### src/gpr_pkg.sv
package gpr_pkg;

  // Longest reply the block sends (the origin packet).
  localparam int unsigned ReplyMax = 10;
  localparam int unsigned LenW     = $clog2(ReplyMax + 1);

  // Report lengths.
  localparam logic [LenW-1:0] LenSingle = LenW'(1);
  localparam logic [LenW-1:0] LenReport = LenW'(8);
  localparam logic [LenW-1:0] LenOrigin = LenW'(ReplyMax);

  // Probe byte codes.
  localparam logic [7:0] ProbeIdentLo = 8'h00;
  localparam logic [7:0] ProbeIdentHi = 8'hFF;
  localparam logic [7:0] ProbeOriginA = 8'h41;
  localparam logic [7:0] ProbeOriginB = 8'h42;
  localparam logic [7:0] ProbePoll    = 8'h40;

  // Configuration register indexes.
  localparam logic [7:0] CfgIdentByte   = 8'd0;
  localparam logic [7:0] CfgShieldLevel = 8'd1;

  // Fixed origin packet, element 0 is sent first.
  localparam logic [ReplyMax-1:0][7:0] OriginPkt = {
    8'h00, 8'h00, 8'h00, 8'h00, 8'h80, 8'h80, 8'h80, 8'h80, 8'hFF, 8'h1F
  };

  // One complete reply handed to the serialiser; bytes[0] goes out first.
  typedef struct packed {
    logic [LenW-1:0]           len;
    logic [ReplyMax-1:0][7:0]  bytes;
  } reply_t;

  // Persistent stick state carried between polls.
  typedef struct packed {
    logic [7:0] dir_active;
    logic [7:0] dir_locked;
    logic [7:0] cstick_x;
    logic [7:0] cstick_y;
    logic [1:0] trig;
  } socd_state_t;

endpackage

### src/gpr_socd.sv
module gpr_socd (
  input  gpr_pkg::socd_state_t state_i,
  input  logic [4:0]           face_i,
  input  logic [3:0]           shoulder_i,
  input  logic [3:0]           stick_i,
  input  logic [3:0]           cstick_i,
  input  logic [1:0]           mods_i,
  input  logic [7:0]           shield_level_i,
  output gpr_pkg::socd_state_t state_o,
  output gpr_pkg::reply_t      report_o
);
  import gpr_pkg::*;

  typedef enum logic [3:0] {
    DirRightDown, DirRightUp, DirRight, DirLeftDown, DirLeftUp,
    DirLeft, DirDown, DirUp, DirCenter
  } dir_e;

  typedef enum logic [1:0] {
    MselDefault, MselX, MselY
  } msel_e;

  logic [7:0] held;
  logic [7:0] act;
  logic [7:0] lock;
  logic       mx, my;
  msel_e      msel;
  dir_e       dir;
  logic [15:0] stick_xy;
  logic [7:0] cx, cy;
  logic [1:0] trig;
  logic [7:0] side;
  logic [7:0] ltr;
  logic [3:0] res_mu, res_ml, res_cu, res_cl;

  // Last-input-priority for one opposite pair; returns {aa, ab, la, lb}.
  function automatic logic [3:0] resolve_pair(input logic ha, input logic hb,
                                               input logic aa_in, input logic ab_in,
                                               input logic la_in, input logic lb_in);
    logic aa, ab, la, lb;
    aa = aa_in & ha;
    la = la_in & ha;
    ab = ab_in & hb;
    lb = lb_in & hb;
    if (ha && !la) begin
      if (!hb || lb) begin
        aa = 1'b1;
      end else if (aa) begin
        aa = 1'b0;
        la = 1'b1;
      end
    end
    if (hb && !lb) begin
      if (!ha || la) begin
        ab = 1'b1;
      end else if (ab) begin
        ab = 1'b0;
        lb = 1'b1;
      end
    end
    return {aa, ab, la, lb};
  endfunction

  // Coordinate table, returns {x, y}.
  function automatic logic [15:0] stick_lookup(input dir_e d, input msel_e m);
    logic [15:0] xy;
    xy = {8'd127, 8'd127};
    case (d)
      DirRightDown: begin
        case (m)
          MselX:   xy = {8'd222, 8'd88};
          MselY:   xy = {8'd168, 8'd34};
          default: xy = {8'd217, 8'd39};
        endcase
      end
      DirRightUp: begin
        case (m)
          MselX:   xy = {8'd222, 8'd168};
          MselY:   xy = {8'd168, 8'd222};
          default: xy = {8'd217, 8'd217};
        endcase
      end
      DirRight: begin
        case (m)
          MselX:   xy = {8'd212, 8'd127};
          MselY:   xy = {8'd171, 8'd127};
          default: xy = {8'd255, 8'd127};
        endcase
      end
      DirLeftDown: begin
        case (m)
          MselX:   xy = {8'd34, 8'd88};
          MselY:   xy = {8'd88, 8'd34};
          default: xy = {8'd39, 8'd39};
        endcase
      end
      DirLeftUp: begin
        case (m)
          MselX:   xy = {8'd34, 8'd168};
          MselY:   xy = {8'd88, 8'd222};
          default: xy = {8'd39, 8'd217};
        endcase
      end
      DirLeft: begin
        case (m)
          MselX:   xy = {8'd44, 8'd127};
          MselY:   xy = {8'd85, 8'd127};
          default: xy = {8'd0, 8'd127};
        endcase
      end
      DirDown: begin
        case (m)
          MselX:   xy = {8'd127, 8'd60};
          MselY:   xy = {8'd127, 8'd34};
          default: xy = {8'd127, 8'd0};
        endcase
      end
      DirUp: begin
        case (m)
          MselX:   xy = {8'd127, 8'd196};
          MselY:   xy = {8'd127, 8'd222};
          default: xy = {8'd127, 8'd255};
        endcase
      end
      default: xy = {8'd127, 8'd127};
    endcase
    return xy;
  endfunction

  assign held = {cstick_i, stick_i};
  assign mx   = mods_i[1];
  assign my   = mods_i[0];

  // Direction resolution: up/down first, then left/right, main stick then c-stick.
  assign res_mu = resolve_pair(held[3], held[2], state_i.dir_active[3],
                               state_i.dir_active[2], state_i.dir_locked[3],
                               state_i.dir_locked[2]);
  assign res_ml = resolve_pair(held[1], held[0], state_i.dir_active[1],
                               state_i.dir_active[0], state_i.dir_locked[1],
                               state_i.dir_locked[0]);
  assign res_cu = resolve_pair(held[7], held[6], state_i.dir_active[7],
                               state_i.dir_active[6], state_i.dir_locked[7],
                               state_i.dir_locked[6]);
  assign res_cl = resolve_pair(held[5], held[4], state_i.dir_active[5],
                               state_i.dir_active[4], state_i.dir_locked[5],
                               state_i.dir_locked[4]);

  assign act  = {res_cu[3:2], res_cl[3:2], res_mu[3:2], res_ml[3:2]};
  assign lock = {res_cu[1:0], res_cl[1:0], res_mu[1:0], res_ml[1:0]};

  // Main stick direction and modifier choice.
  always_comb begin
    if (mx && !my) begin
      msel = MselX;
    end else if (my && !mx) begin
      msel = MselY;
    end else begin
      msel = MselDefault;
    end
    if (act[0]) begin
      dir = act[2] ? DirRightDown : (act[3] ? DirRightUp : DirRight);
    end else if (act[1]) begin
      dir = act[2] ? DirLeftDown : (act[3] ? DirLeftUp : DirLeft);
    end else if (act[2]) begin
      dir = DirDown;
    end else if (act[3]) begin
      dir = DirUp;
    end else begin
      dir = DirCenter;
    end
  end

  assign stick_xy = stick_lookup(dir, msel);

  // C-stick position or d-pad, triggers and side byte.
  always_comb begin
    side = 8'h80;
    cx   = state_i.cstick_x;
    cy   = state_i.cstick_y;
    if (mx && my) begin
      side[0] = act[5];
      side[1] = act[4];
      side[2] = act[6];
      side[3] = act[7];
    end else if (act[4]) begin
      if (!act[6] && !act[7]) begin
        cx = 8'd255;
        cy = 8'd127;
      end
    end else if (act[5]) begin
      if (!act[6] && !act[7]) begin
        cx = 8'd0;
        cy = 8'd127;
      end
    end else if (act[7]) begin
      cx = 8'd127;
      cy = 8'd255;
    end else if (act[6]) begin
      cx = 8'd127;
      cy = 8'd0;
    end else begin
      cx = 8'd127;
      cy = 8'd127;
    end
    side[4] = shoulder_i[0];
    if (shoulder_i[3]) begin
      ltr  = shield_level_i;
      trig = state_i.trig;
    end else begin
      ltr  = 8'd0;
      trig = shoulder_i[2:1];
    end
    side[6:5] = trig;
  end

  assign state_o.dir_active = act;
  assign state_o.dir_locked = lock;
  assign state_o.cstick_x   = cx;
  assign state_o.cstick_y   = cy;
  assign state_o.trig       = trig;

  // Report layout in send order; the unused tail bytes stay zero.
  always_comb begin
    report_o.len      = LenReport;
    report_o.bytes    = '0;
    report_o.bytes[0] = {3'b000, face_i};
    report_o.bytes[1] = side;
    report_o.bytes[2] = stick_xy[15:8];
    report_o.bytes[3] = stick_xy[7:0];
    report_o.bytes[4] = cx;
    report_o.bytes[5] = cy;
    report_o.bytes[6] = ltr;
    report_o.bytes[7] = 8'h00;
  end

endmodule

### src/gpr_reply_ser.sv
module gpr_reply_ser (
  input  logic            clk_i,
  input  logic            rst_ni,
  input  logic            reply_valid_i,
  input  gpr_pkg::reply_t reply_i,
  output logic            reply_ready_o,
  output logic            m_tvalid,
  input  logic            m_tready,
  output logic [7:0]      m_tdata,   // [7:0] tx_byte
  output logic            m_tlast    // last_byte
);
  import gpr_pkg::*;

  logic [LenW-1:0]          cnt_q, cnt_d;
  logic [ReplyMax-1:0][7:0] byte_q, byte_d;
  logic                     xfer;
  logic                     load;

  assign xfer          = m_tvalid && m_tready;
  assign reply_ready_o = (cnt_q == '0) || ((cnt_q == LenW'(1)) && m_tready);
  assign load          = reply_valid_i && reply_ready_o;

  assign m_tvalid = (cnt_q != '0);
  assign m_tlast  = (cnt_q == LenW'(1));
  assign m_tdata  = byte_q[0];

  // Load a whole reply, or shift one byte out per transfer.
  always_comb begin
    cnt_d  = cnt_q;
    byte_d = byte_q;
    if (load) begin
      cnt_d  = reply_i.len;
      byte_d = reply_i.bytes;
    end else if (xfer) begin
      cnt_d = cnt_q - LenW'(1);
      for (int i = 0; i < int'(ReplyMax) - 1; i++) begin
        byte_d[i] = byte_q[i+1];
      end
      byte_d[ReplyMax-1] = 8'h00;
    end
  end

  always_ff @(posedge clk_i or negedge rst_ni) begin
    if (!rst_ni) begin
      cnt_q <= '0;
    end else begin
      cnt_q <= cnt_d;
    end
  end

  // Payload needs no reset.
  always_ff @(posedge clk_i) begin
    byte_q <= byte_d;
  end

  a_cnt_range: assert property (@(posedge clk_i) disable iff (!rst_ni)
    cnt_q <= LenW'(ReplyMax))
    else $error("reply count beyond the longest reply");

  a_last_drains: assert property (@(posedge clk_i) disable iff (!rst_ni)
    (xfer && m_tlast && !reply_valid_i) |=> !m_tvalid)
    else $error("byte left over after the final transfer");

  a_mid_continues: assert property (@(posedge clk_i) disable iff (!rst_ni)
    (xfer && !m_tlast) |=> (m_tvalid && cnt_q == $past(cnt_q) - LenW'(1)))
    else $error("reply cut short");

endmodule

### src/gamepad_poll_responder_socd_core.sv
// Gamepad poll responder with last-input-priority SOCD resolution.
//
// Input stream (s_*): one transfer per received probe byte, together with
// the current button levels. Output stream (m_*): the reply bytes, one per
// transfer, with m_tlast on the final byte of each reply. Replies are one
// byte (identify or echo), ten bytes (origin) or eight bytes (poll report);
// a poll byte and the next byte produce nothing, the byte after that
// produces the report. Configuration writes (cfg_*) are always accepted.
//
// A probe is registered on accept in the input register and loaded into the
// output serialiser once that is ready; the serialiser register drives the
// reply bytes. The serialiser sends one byte per cycle while the receiver
// accepts them; swallowed bytes leave the input register without waiting
// for the serialiser. The input register accepts the next item while the
// last byte of a reply is being sent.
//
// Reset clears the poll phase, direction and lock bits, centres the
// c-stick, clears the trigger bits and loads identity byte 9, shield_level 17.
// When the receiver stalls, the current byte is held and once the input
// register is full s_tready falls until the pending reply can be loaded.
module gamepad_poll_responder_socd_core (
  input  logic        clk_i,
  input  logic        rst_ni,
  input  logic        s_tvalid,
  output logic        s_tready,
  // [7:0] rx_byte, [12:8] face_buttons, [16:13] shoulder_buttons,
  // [20:17] stick_held, [24:21] cstick_held, [26:25] modifiers, rest zero
  input  logic [31:0] s_tdata,
  output logic        m_tvalid,
  input  logic        m_tready,
  output logic [7:0]  m_tdata,   // [7:0] tx_byte
  output logic        m_tlast,   // last_byte
  input  logic        cfg_valid_i,
  output logic        cfg_ready_o,
  input  logic [7:0]  cfg_index_i,
  input  logic [7:0]  cfg_data_i
);
  import gpr_pkg::*;

  typedef enum logic [2:0] {
    PhIdle  = 3'b001,
    PhSkip1 = 3'b010,
    PhSkip2 = 3'b100
  } phase_e;

  phase_e      phase_q, phase_d;
  logic        in_vld_q, in_vld_d;
  logic [26:0] in_q;
  logic [7:0]  ident_byte_q, shield_level_q;
  socd_state_t st_q, st_next;
  reply_t      report;
  reply_t      reply;
  logic        has_reply;
  logic        ser_ready;
  logic        consume;
  logic        in_xfer;
  logic [7:0]  rx;

  assign cfg_ready_o = 1'b1;

  // Configuration registers.
  always_ff @(posedge clk_i or negedge rst_ni) begin
    if (!rst_ni) begin
      ident_byte_q   <= 8'd9;
      shield_level_q <= 8'd17;
    end else if (cfg_valid_i) begin
      if (cfg_index_i == CfgIdentByte) begin
        ident_byte_q <= cfg_data_i;
      end else if (cfg_index_i == CfgShieldLevel) begin
        shield_level_q <= cfg_data_i;
      end
    end
  end

  // Input register.
  assign in_xfer  = s_tvalid && s_tready;
  assign s_tready = !in_vld_q || consume;
  assign in_vld_d = in_xfer ? 1'b1 : (consume ? 1'b0 : in_vld_q);

  always_ff @(posedge clk_i or negedge rst_ni) begin
    if (!rst_ni) begin
      in_vld_q <= 1'b0;
    end else begin
      in_vld_q <= in_vld_d;
    end
  end

  always_ff @(posedge clk_i) begin
    if (in_xfer) begin
      in_q <= s_tdata[26:0];
    end
  end

  assign rx = in_q[7:0];

  gpr_socd u_socd (
    .state_i        (st_q),
    .face_i         (in_q[12:8]),
    .shoulder_i     (in_q[16:13]),
    .stick_i        (in_q[20:17]),
    .cstick_i       (in_q[24:21]),
    .mods_i         (in_q[26:25]),
    .shield_level_i (shield_level_q),
    .state_o        (st_next),
    .report_o       (report)
  );

  // Probe decode and reply selection.
  always_comb begin
    phase_d     = phase_q;
    has_reply   = 1'b0;
    reply.len   = LenSingle;
    reply.bytes = '0;
    case (phase_q)
      PhIdle: begin
        if (rx == ProbeIdentLo || rx == ProbeIdentHi) begin
          has_reply      = 1'b1;
          reply.bytes[0] = ident_byte_q;
        end else if (rx == ProbeOriginA || rx == ProbeOriginB) begin
          has_reply   = 1'b1;
          reply.len   = LenOrigin;
          reply.bytes = OriginPkt;
        end else if (rx == ProbePoll) begin
          phase_d = PhSkip1;
        end else begin
          has_reply      = 1'b1;
          reply.bytes[0] = rx;
        end
      end
      PhSkip1: begin
        phase_d = PhSkip2;
      end
      default: begin
        has_reply = 1'b1;
        reply     = report;
        phase_d   = PhIdle;
      end
    endcase
  end

  assign consume = in_vld_q && (!has_reply || ser_ready);

  // Poll phase advances when an item leaves the input register; stick state only when that item completes a report.
  always_ff @(posedge clk_i or negedge rst_ni) begin
    if (!rst_ni) begin
      phase_q       <= PhIdle;
      st_q.dir_active <= '0;
      st_q.dir_locked <= '0;
      st_q.cstick_x   <= 8'd127;
      st_q.cstick_y   <= 8'd127;
      st_q.trig       <= '0;
    end else if (consume) begin
      phase_q <= phase_d;
      if (phase_q != PhIdle && phase_q != PhSkip1) begin
        st_q <= st_next;
      end
    end
  end

  gpr_reply_ser u_ser (
    .clk_i         (clk_i),
    .rst_ni        (rst_ni),
    .reply_valid_i (in_vld_q && has_reply),
    .reply_i       (reply),
    .reply_ready_o (ser_ready),
    .m_tvalid      (m_tvalid),
    .m_tready      (m_tready),
    .m_tdata       (m_tdata),
    .m_tlast       (m_tlast)
  );

  a_active_not_locked: assert property (@(posedge clk_i) disable iff (!rst_ni)
    (st_q.dir_active & st_q.dir_locked) == 8'h00)
    else $error("direction both active and locked");

  a_skip_advances: assert property (@(posedge clk_i) disable iff (!rst_ni)
    (consume && phase_q == PhSkip1) |=> (phase_q == PhSkip2))
    else $error("first swallowed byte did not advance the poll phase");

  a_stall_holds_item: assert property (@(posedge clk_i) disable iff (!rst_ni)
    !s_tready |-> (in_vld_q && has_reply && !ser_ready))
    else $error("input stalled without a pending reply");

endmodule

### config.mk
export PLATFORM = sky130hd
export DESIGN_NAME = gamepad_poll_responder_socd_core
export DESIGN_NICKNAME = d
export VERILOG_FILES = /design/src/gpr_pkg.sv /design/src/gpr_socd.sv /design/src/gpr_reply_ser.sv /design/src/gamepad_poll_responder_socd_core.sv
export SDC_FILE = /design/constraint.sdc
export NUM_CORES = 1
export LEC_CHECK = 0
export BUFFER_PORTS_ARGS = -buffer_cell sky130_fd_sc_hd__buf_2
export CAP_MARGIN = 10
export CORE_MARGIN = 8
export CORE_UTILIZATION = 35
export DETAILED_ROUTE_END_ITERATION = 6
export PLACE_DENSITY = 0.58
export RECOVER_POWER = 25
export SLEW_MARGIN = 20
export SYNTH_ARGS = -nofsm -noshare
export SYNTH_HDL_FRONTEND = slang
export SYNTH_SLANG_ARGS = --single-unit
### constraint.sdc
create_clock -name clk_i -period 3.67 [get_ports clk_i]
set_input_delay 0 -clock clk_i [delete_from_list [all_inputs] [get_ports clk_i]]
set_output_delay 0 -clock clk_i [all_outputs]
set_load 0.005 [all_outputs]
==> flow_summary.json, run 1 <==
{
  "end_kind": "register",
  "slew_violations": 0,
  "grt_pass1_vias": 5094,
  "grt_remaining_overflow": 0,
  "syn-mean-instance-area_um2": 11.5,
  "synth_largest_area_cell": "edfxtp_1",
  "min_from": "cfg_index_i[0]",
  "die_y_um": 155,
  "synth_warnings": 0,
  "reg2reg_depth": 6,
  "period_minus_slack_ns": 2.89,
  "ant_nets": 0,
  "grt_pass1_wl_um": 26200,
  "clk-insertion-delay-late_ns": 0.42,
  "crit_type": "reg -> reg",
  "dpl_worst_slack_ns": 0.845,
  "io_pins": 65,
  "finalSetupViolations": 0,
  "drv_cap": 0,
  "synth_edf_count": 83,
  "ctsHoldBuffers": 38,
  "antenna_found_initial": 0,
  "dr_total_vias": 5028,
  "die_w_um": 155,
  "cts_tree": "built",
  "drt_iter0_drc": 457,
  "syn_area_um2": 6750,
  "ys_seq_area_share_pct": 58.8,
  "core_area_um2": 18800,
  "drive_above_1_share_pct": 20.8,
  "drt-total-wl_um": 16300,
  "cts.reportedPaths.clkPinSlew_ns": 0.06,
  "synth_cell_types": 64,
  "relSlewSlack_pct": 2.84,
  "worst_slack_ns": 0.775,
  "hpwl_um": 11300,
  "power_density_nw_per_um2": 819,
  "hold_viol_final": 0,
  "outcome": "complete, no violations",
  "vdd_ir_drop_max_v": 0.000352,
  "nNetsFinal": 737,
  "fin_crit_sh_pct": 78.9,
  "fill_cells": 1738,
  "io_buffers": 58,
  "ys_seq_elements": 141,
  "diodes": 0,
  "post-route-util_pct": 43.7,
  "cts_max_path_buffers": 2,
  "setup_tns_ns": 0,
  "cp_data_required_time_ns": 3.93,
  "cp.arrival_ns": 3.15,
  "std_cell_rows": 50,
  "wl_per_cell_um": 17.2,
  "grtUsageTotal_pct": 13.9,
  "p_total_uw": 6740,
  "drc": 0,
  "rrSetupSlack_ns": 0.78,
  "start_util_pct": 35.8,
  "h-tree-depth": 4,
  "firstDrtPassIters": 5,
  "holdCritPathClass": "in -> reg",
  "syn_inst": 585,
  "crit_fanout": 35,
  "fmaxAchievable_mhz": 345,
  "synth_flop_cell": "edfxtp_1",
  "min_to": "ident_byte_q[1]",
  "fin_worst_skew_ns": 0.00809,
  "tightest_slew_ns": 1.46,
  "synth_nets": 646,
  "synth_top_area_share_pct": 36.9,
  "via_per_inst": 5.30,
  "p_leak_uw": 0.00336,
  "cts_sinks": 141,
  "rsz0062_at_grt": "no",
  "gp_congestion": 0.880,
  "synthTopCellsByArea": "edfxtp_1 37%, dfrtp_1 14%, dfstp_2 7.4%",
  "dieArea_um2": 24000,
  "r2r-end": "u_ser.byte_q[16]",
  "min_path_cells": 3,
  "area_growth_pct": 22.0,
  "cts_resized": 0,
  "numCtsBuffers": 17,
  "clockRootBuffer": "clkbuf_16",
  "rr_startpoint": "in_q[1]",
  "crit_path_start_kind": "register",
  "grt_max_degree": 59,
  "postCtsSetupRepairBufs": 0,
  "async_flop_share_pct": 41.1
}
[flip-flops by register name (all words and copies together), names as in the netlist]
| register | flops |
|---|---|
| u_ser.byte_q | 48 |
| st_q | 34 |
| in_q | 27 |
| ident_byte_q | 8 |
| shield_level_q | 8 |
| u_ser.m_tdata | 8 |
| u_ser.cnt_q | 4 |
| phase_q | 3 |
| in_vld_q | 1 |
[metal layers]
| layer | vias to the layer above | part of all wire [%] | track usage, % | wire length, um |
|---|---|---|---|---|
| met2 | 115 | 50 | 23.4 | 8140 |
| met5 | - | 0 | 0 | 0 |
| met3 | 31 | 3.4 | 2.33 | 555 |
| met1 | 2494 | 44 | 17.0 | 7180 |
| li1 | 2388 | - | - | - |
| met4 | 0 | 2.6 | 6.86 | 424 |
[worst max path at each step]
stage | startpoint | endpoint | slack (ns) | depth (start not counted)
after global placement | in_q[1] | u_ser.byte_q[16] | 0.91 | 6
final | in_q[1] | u_ser.byte_q[16] | 0.78 | 6
after detailed placement | u_ser.cnt_q[0] | u_ser.cnt_q[0] | 0.85 | 7
after floorplan | u_ser.cnt_q[0] | u_ser.cnt_q[0] | 0.44 | 7
after global routing | in_q[1] | u_ser.byte_q[16] | 0.57 | 6
after CTS | u_ser.cnt_q[0] | u_ser.cnt_q[0] | 0.84 | 7
[report_power, final]
group          total, uW  internal [uW]  switching [uW]
combinational       2190            864            1320
clock               1660            995             667
sequential          2890           2510             381
total               6740           4370            2370
[through the flow]
stage	hold slack, ns	cells	cell area [um^2]
floorplan	-0.296	585	6750
global placement	0.178	879	7290
detailed placement	0.178	879	7290
CTS	0.0990	949	8240
global route	0.127	949	8230
finish	0.115	949	8230
[layout make-up]
type | instances | area (um^2) | area share, %
flip-flops and latches | 141 | 3970 | 48.2
repair buffers | 107 | 742 | 9.01
well taps | 260 | 325 | 3.95
clock inverters | 15 | 146 | 1.78
clock buffers | 17 | 425 | 5.17
multi-input cells | 388 | 2550 | 31.0
inverters | 21 | 78.8 | 0.957
[synthesized netlist by cell type (all sizes together), types with 9 or more instances]
master,n
a21o,13
o21a,13
dfstp,19
a22oi,10
nand2b,14
inv,21
nor3,16
nand2,55
nand3,14
o21ai,42
o211ai,9
buf,15
nor2,31
o31ai,11
edfxtp,83
and3,12
mux2,18
clkbuf,20
dfrtp,39
a21oi,21
[critical path, cell delays in order, from the launching register on]
cell	delay, ns
edfxtp_1	0.46
or4_1	0.67
nor4_2	0.45
or3_1	0.45
buf_4	0.42
a22oi_1	0.15
o21ai_0	0.10
[layout by cell type, fill, tap and decap left out, types with 4 or more instances in the layout]
cell type      instances
edfxtp_1              83
nand2_1               55
buf_2                 51
o21ai_0               42
dfrtp_1               39
dlygate4sd3_1         38
nor2_1                31
a21oi_1               21
inv_1                 20
dfstp_2               19
mux2_2                18
clkbuf_16             17
nand2b_1              14
nand3_1               14
nor3_1                14
a21o_1                13
o21a_1                13
and3_1                12
o31ai_1               11
buf_4                 10
a22oi_1                9
o211ai_1               9
mux2i_1                8
ha_1                   8
clkbuf_1               7
or3_1                  5
nor4_1                 5
a31oi_1                5
a32o_1                 5
o22a_1                 5
a211o_1                4
a2111oi_0              4
clkinvlp_4             4
[kinds of logic after synthesis]
kind of cell	share of synthesized area, %
other	0.0556
muxes	4.19
and+or+nand+nor	13.6
xor gates and xnor gates	0.260
buffers and inverters	3.71
AOI/OAI and AO/OA	17.9
adders and majority gates	1.48
DFF	58.8
Power figures use the tool's default switching activity.
==> run 2, diff against run 1 <==
==> constraint.sdc (replaced) <==
create_clock -name clk_i -period 2.8 [get_ports clk_i]
set_input_delay 0 -clock clk_i [delete_from_list [all_inputs] [get_ports clk_i]]
set_output_delay 0 -clock clk_i [all_outputs]
set_load 0.005 [all_outputs]
==> run 2 against run 1 <==
Net effect:
- the flow now finishes with violations (max-capacitance violations, max-slew violations)
- core utilization is 0.64 points higher
- design area is 1.5% higher
- sequential power is 31% higher
- clock skew hardly changed
- critical path depth is 1 lower
- via count hardly changed
- largest cell class unchanged
- highest routed layer unchanged
==> flow_summary.json, run 2 (same netlist as run 1, synthesis figures left out) <==
{
  "pwr-share-clk_pct": 24.3,
  "crit_path_start_kind": "register",
  "grtUsageTotal_pct": 14.3,
  "tightest_slew_ns": 1.52,
  "largestRegisters": "u_ser.byte_q (48), st_q (34), in_q (27)",
  "core_area_um2": 18800,
  "cts_sinks": 141,
  "finalSetupViolations": 0,
  "crit_fanout": 32,
  "ctsHoldBuffers": 38,
  "numCtsBuffers": 17,
  "fin_worst_skew_ns": 0.00844,
  "area_growth_pct": 23.8,
  "nNetsFinal": 747,
  "p_int_uw": 5830,
  "grt_max_degree": 59,
  "cts_max_path_buffers": 2,
  "via_per_inst": 5.24,
  "largest_register_ff_count": 48,
  "worst_slack_ns": 0.201,
  "clockRootBuffer": "clkbuf_16",
  "ant_nets": 0,
  "std_cell_rows": 50,
  "postCtsSetupRepairBufs": 0,
  "power_density_nw_per_um2": 1070,
  "period_minus_slack_ns": 2.60,
  "p_leak_uw": 0.00346,
  "crit_type": "reg -> reg",
  "firstDrtPassIters": 5,
  "final_cell_mix": "83 x edfxtp_1, 55 x nand2_1, 54 x buf_2",
  "vdd_ir_drop_max_v": 0.000354,
  "grt_remaining_overflow": 0,
  "start_util_pct": 35.8,
  "die_y_um": 155,
  "swShare_pct": 34.9,
  "cp_data_required_time_ns": 2.96,
  "final_common_cell": "edfxtp_1",
  "slew_violations": 59,
  "top_register": "u_ser.byte_q",
  "drt-total-wl_um": 16600,
  "fin_crit_sh_pct": 92.8,
  "fmaxAchievable_mhz": 385,
  "drc": 0,
  "p_sw_uw": 3120,
  "holdWs_ns": 0.113,
  "dr_total_vias": 5029,
  "antenna_found_initial": 0,
  "grt_pass1_wl_um": 26900,
  "outcome": "complete, but fails checks",
  "cts_resized": 0,
  "dpl_worst_slack_ns": 0.208,
  "dieArea_um2": 24000,
  "p_total_uw": 8950,
  "diodes": 0,
  "holdCritPathClass": "in -> reg",
  "clk-insertion-delay-late_ns": 0.42,
  "rsz0062_at_grt": "no",
  "cp.arrival_ns": 2.76,
  "die_w_um": 155,
  "drt_iter0_drc": 419,
  "pwr-share-comb_pct": 33.4,
  "h-tree-depth": 4,
  "cts_tree": "built",
  "gp_congestion": 0.861,
  "cts.reportedPaths.clkPinSlew_ns": 0.06,
  "hpwl_um": 11800,
  "io_buffers": 58,
  "wl_per_cell_um": 17.3,
  "drive_above_1_share_pct": 22.3,
  "end_kind": "register",
  "pwr-share-seq_pct": 42.4,
  "violations": "max-capacitance violations, max-slew violations",
  "io_pins": 65,
  "drv_cap": 1,
  "hold_viol_final": 0,
  "grt_pass1_vias": 5209,
  "relSlewSlack_pct": -1.52
}
-- run 2: area by class of cell --
cell class              instances  area (um^2)
inverters                      21         82.6
well taps                     260          325
clock inverters                10         70.1
fillers                      1758        10500
multi-input cells             388         2560
clock buffers                  22          508
flip-flops and latches        141         3970
repair buffers                117          846
-- run 2: path summary, 6_finish.rpt --
kind	endpoint	slack, ns	depth (start not counted)	from
hold / removal	ident_byte_q[5]	0.11	3	cfg_index_i[0]
setup / recovery	u_ser.byte_q[48]	0.20	5	in_q[5]
hold reg to reg	st_q[17]	0.48	2	st_q[17]
setup reg to reg	u_ser.byte_q[48]	0.20	5	in_q[5]
max in group asynchronous	shield_level_q[7]	1.31	3	rst_ni
min in group asynchronous	st_q[23]	0.58	3	rst_ni
-- run 2: worst max-delay path: stages, from the launching register on --
cell,delay (ns)
edfxtp_1,0.42
or4b_4,0.60
nor4_4,0.32
o31a_1,0.30
clkinvlp_4,0.38
buf_12,0.31
-- run 2: per-stage QoR --
stage                     instances  TNS, ns  util, %  instance area (um^2)
after floorplan                 585  -0.0282        -                  6770
after global placement          889        0     39.3                  7400
after detailed placement        889        0     39.3                  7400
after global routing            959        0     44.4                  8360
after CTS                       959        0     44.4                  8360
final                           959        0     44.4                  8360
-- run 2: routing by layer --
layer  routed length (um)  global-route usage (%)
met5                    0                       0
met4                  437                    7.42
met3                  743                    3.43
met2                 8140                    23.6
met1                 7240                    17.1
-- run 2: power by group through the flow --
stage	clock [uW]	combinational [uW]	sequential, uW
after floorplan	0	2110	3640
after global placement	0	2860	3800
after detailed placement	0	2940	3820
after CTS	2220	3000	3790
after global routing	2300	3330	3890
final	2170	2980	3790
==> run 3, diff against run 2 <==
--- a/config.mk
+++ b/config.mk
@@ -11,7 +11,7 @@
 export CORE_UTILIZATION = 35
 export DETAILED_ROUTE_END_ITERATION = 6
 export PLACE_DENSITY = 0.58
-export RECOVER_POWER = 25
+export RECOVER_POWER = 50
 export SLEW_MARGIN = 20
 export SYNTH_ARGS = -nofsm -noshare
 export SYNTH_HDL_FRONTEND = slang
==> run 3 against run 2 <==
Net effect:
- the run still ends with max-capacitance violations, max-slew violations left
- largest cell class unchanged
- clock skew hardly changed
- sequential power hardly changed
- critical endpoint unchanged
- via count is 0.34% higher
- power is 0.28% lower
- first-iteration DRC count is 4.5% lower
- die area stayed put
- critical path depth stayed put
- register-to-register slack hardly changed
- global-route usage stayed put
- flip-flop and latch count stayed put
- setup slack worse by 0.0067 ns
==> flow_summary.json, run 3 (same netlist as run 1, synthesis figures left out) <==
{
  "firstDrtPassIters": 5,
  "final_cell_mix": "83 x edfxtp_1, 55 x nand2_1, 47 x buf_2",
  "fin_worst_skew_ns": 0.00869,
  "drv_cap": 1,
  "nNetsFinal": 747,
  "antenna_found_initial": 0,
  "drive_above_1_share_pct": 20.6,
  "final_common_cell": "edfxtp_1",
  "ant_nets": 0,
  "hpwl_um": 11800,
  "dieArea_um2": 24000,
  "cts_max_path_buffers": 2,
  "clockRootBuffer": "clkbuf_16",
  "clk-insertion-delay-late_ns": 0.42,
  "grt_pass1_wl_um": 26900,
  "die_y_um": 155,
  "rsz0062_at_grt": "no",
  "fin_area_um2": 8330,
  "setup_tns_ns": 0,
  "cts.reportedPaths.clkPinSlew_ns": 0.06,
  "crit_start": "in_q[5]",
  "fmaxAchievable_mhz": 384,
  "std_cell_rows": 50,
  "relSlewSlack_pct": -1.05,
  "via_per_inst": 5.26,
  "dr_total_vias": 5046,
  "drc": 0,
  "cts_resized": 0,
  "wl_per_cell_um": 17.3,
  "io_pins": 65,
  "grt_remaining_overflow": 0,
  "period_minus_slack_ns": 2.61,
  "cp_data_required_time_ns": 2.96,
  "area_growth_pct": 23.4,
  "vdd_ir_drop_max_v": 0.000354,
  "reg2reg_depth": 5,
  "top_register": "u_ser.byte_q",
  "finalSetupViolations": 0,
  "post-route-util_pct": 44.2,
  "cts_tree": "built",
  "largest_register_ff_count": 48,
  "grtUsageTotal_pct": 14.3,
  "core_area_um2": 18800,
  "io_buffers": 58,
  "cp.arrival_ns": 2.77,
  "holdCritPathClass": "in -> reg",
  "min_from": "cfg_index_i[0]",
  "cts_sinks": 141,
  "power_density_nw_per_um2": 1070,
  "fin_crit_sh_pct": 93.1,
  "gp_congestion": 0.861,
  "hold_viol_final": 0,
  "outcome": "complete, but fails checks",
  "numCtsBuffers": 17,
  "diodes": 0,
  "grt_max_degree": 59,
  "holdWs_ns": 0.113,
  "p_leak_uw": 0.00343,
  "min_path_cells": 3,
  "grt_pass1_vias": 5209,
  "drt-total-wl_um": 16600,
  "post_dp_cell_area_um2": 7400,
  "tightest_slew_ns": 1.52,
  "h-tree-depth": 4,
  "crit_path_start_kind": "register",
  "rrSetupSlack_ns": 0.19,
  "die_w_um": 155,
  "drt_iter0_drc": 400,
  "end_kind": "register",
  "r2r-end": "u_ser.byte_q[48]",
  "start_util_pct": 35.8,
  "violations": "max-capacitance violations, max-slew violations",
  "rr_startpoint": "in_q[5]",
  "min_to": "ident_byte_q[5]",
  "slew_violations": 59,
  "crit_type": "reg -> reg",
  "crit_fanout": 32,
  "largestRegisters": "u_ser.byte_q (48), st_q (34), in_q (27)"
}
==> run 3: changes by cell type in the layout (fill, tap and decap cells not counted), sizes merged <==
cell,delta
buf,-9
clkbuf,+9
==> run 3: layout make-up <==
class	count	area (um^2)
sequential	141	3970
timing repair buffer	117	830
tap	260	325
multi-input combinational	388	2540
fill	1770	10500
inverter	21	82.6
clock inverter	10	70.1
clock buffer	22	508
==> run 3: worst max-delay path by stage <==
| stage | end | slack, ns |
|---|---|---|
| global route | u_ser.byte_q[48] | 0.07 |
| finish | u_ser.byte_q[48] | 0.19 |
| detailed placement | u_ser.byte_q[52] | 0.21 |
| floorplan | u_ser.cnt_q[3] | -0.03 |
| CTS | u_ser.byte_q[30] | 0.19 |
| global placement | u_ser.byte_q[42] | 0.28 |
==> run 3: power by group <==
part	leakage [uW]	switching [uW]	total, uW	internal (uW)
clock network	0.000289	874	2170	1300
registers	0.00151	497	3790	3290
logic	0.00163	1750	2960	1210
total	0.00343	3120	8920	5800
==> run 3: through the flow <==
| step | power [uW] | setup slack, ns | instances |
|---|---|---|---|
| after floorplan | 5750 | -0.0282 | 585 |
| after global placement | 6660 | 0.282 | 889 |
| after detailed placement | 6760 | 0.208 | 889 |
| after CTS | 9000 | 0.189 | 959 |
| after global routing | 9480 | 0.0686 | 959 |
| final | 8920 | 0.194 | 959 |
==> run 3: what timing repair did <==
action	in CTS	in global routing
buffers inserted	0	0
hold buffers	38	0
setup endpoints to repair	0	0
endpoints found under the hold margin	84	0
==> run 3: worst max-delay path, stage by stage, from the launching register on <==
cell,delay [ns]
edfxtp_1,0.42
or4b_4,0.60
nor4_4,0.32
o31a_1,0.29
clkinvlp_4,0.38
buf_12,0.31
==> run 3: per-layer routing <==
layer  GRT usage (%)  part of all wire, %  vias to the layer above
met3            3.43                  4.5                       30
met4            7.42                  2.8                        0
met5               0                    0                        -
met2            23.6                   49                      130
met1            17.1                   44                     2474
li1                -                    -                     2412
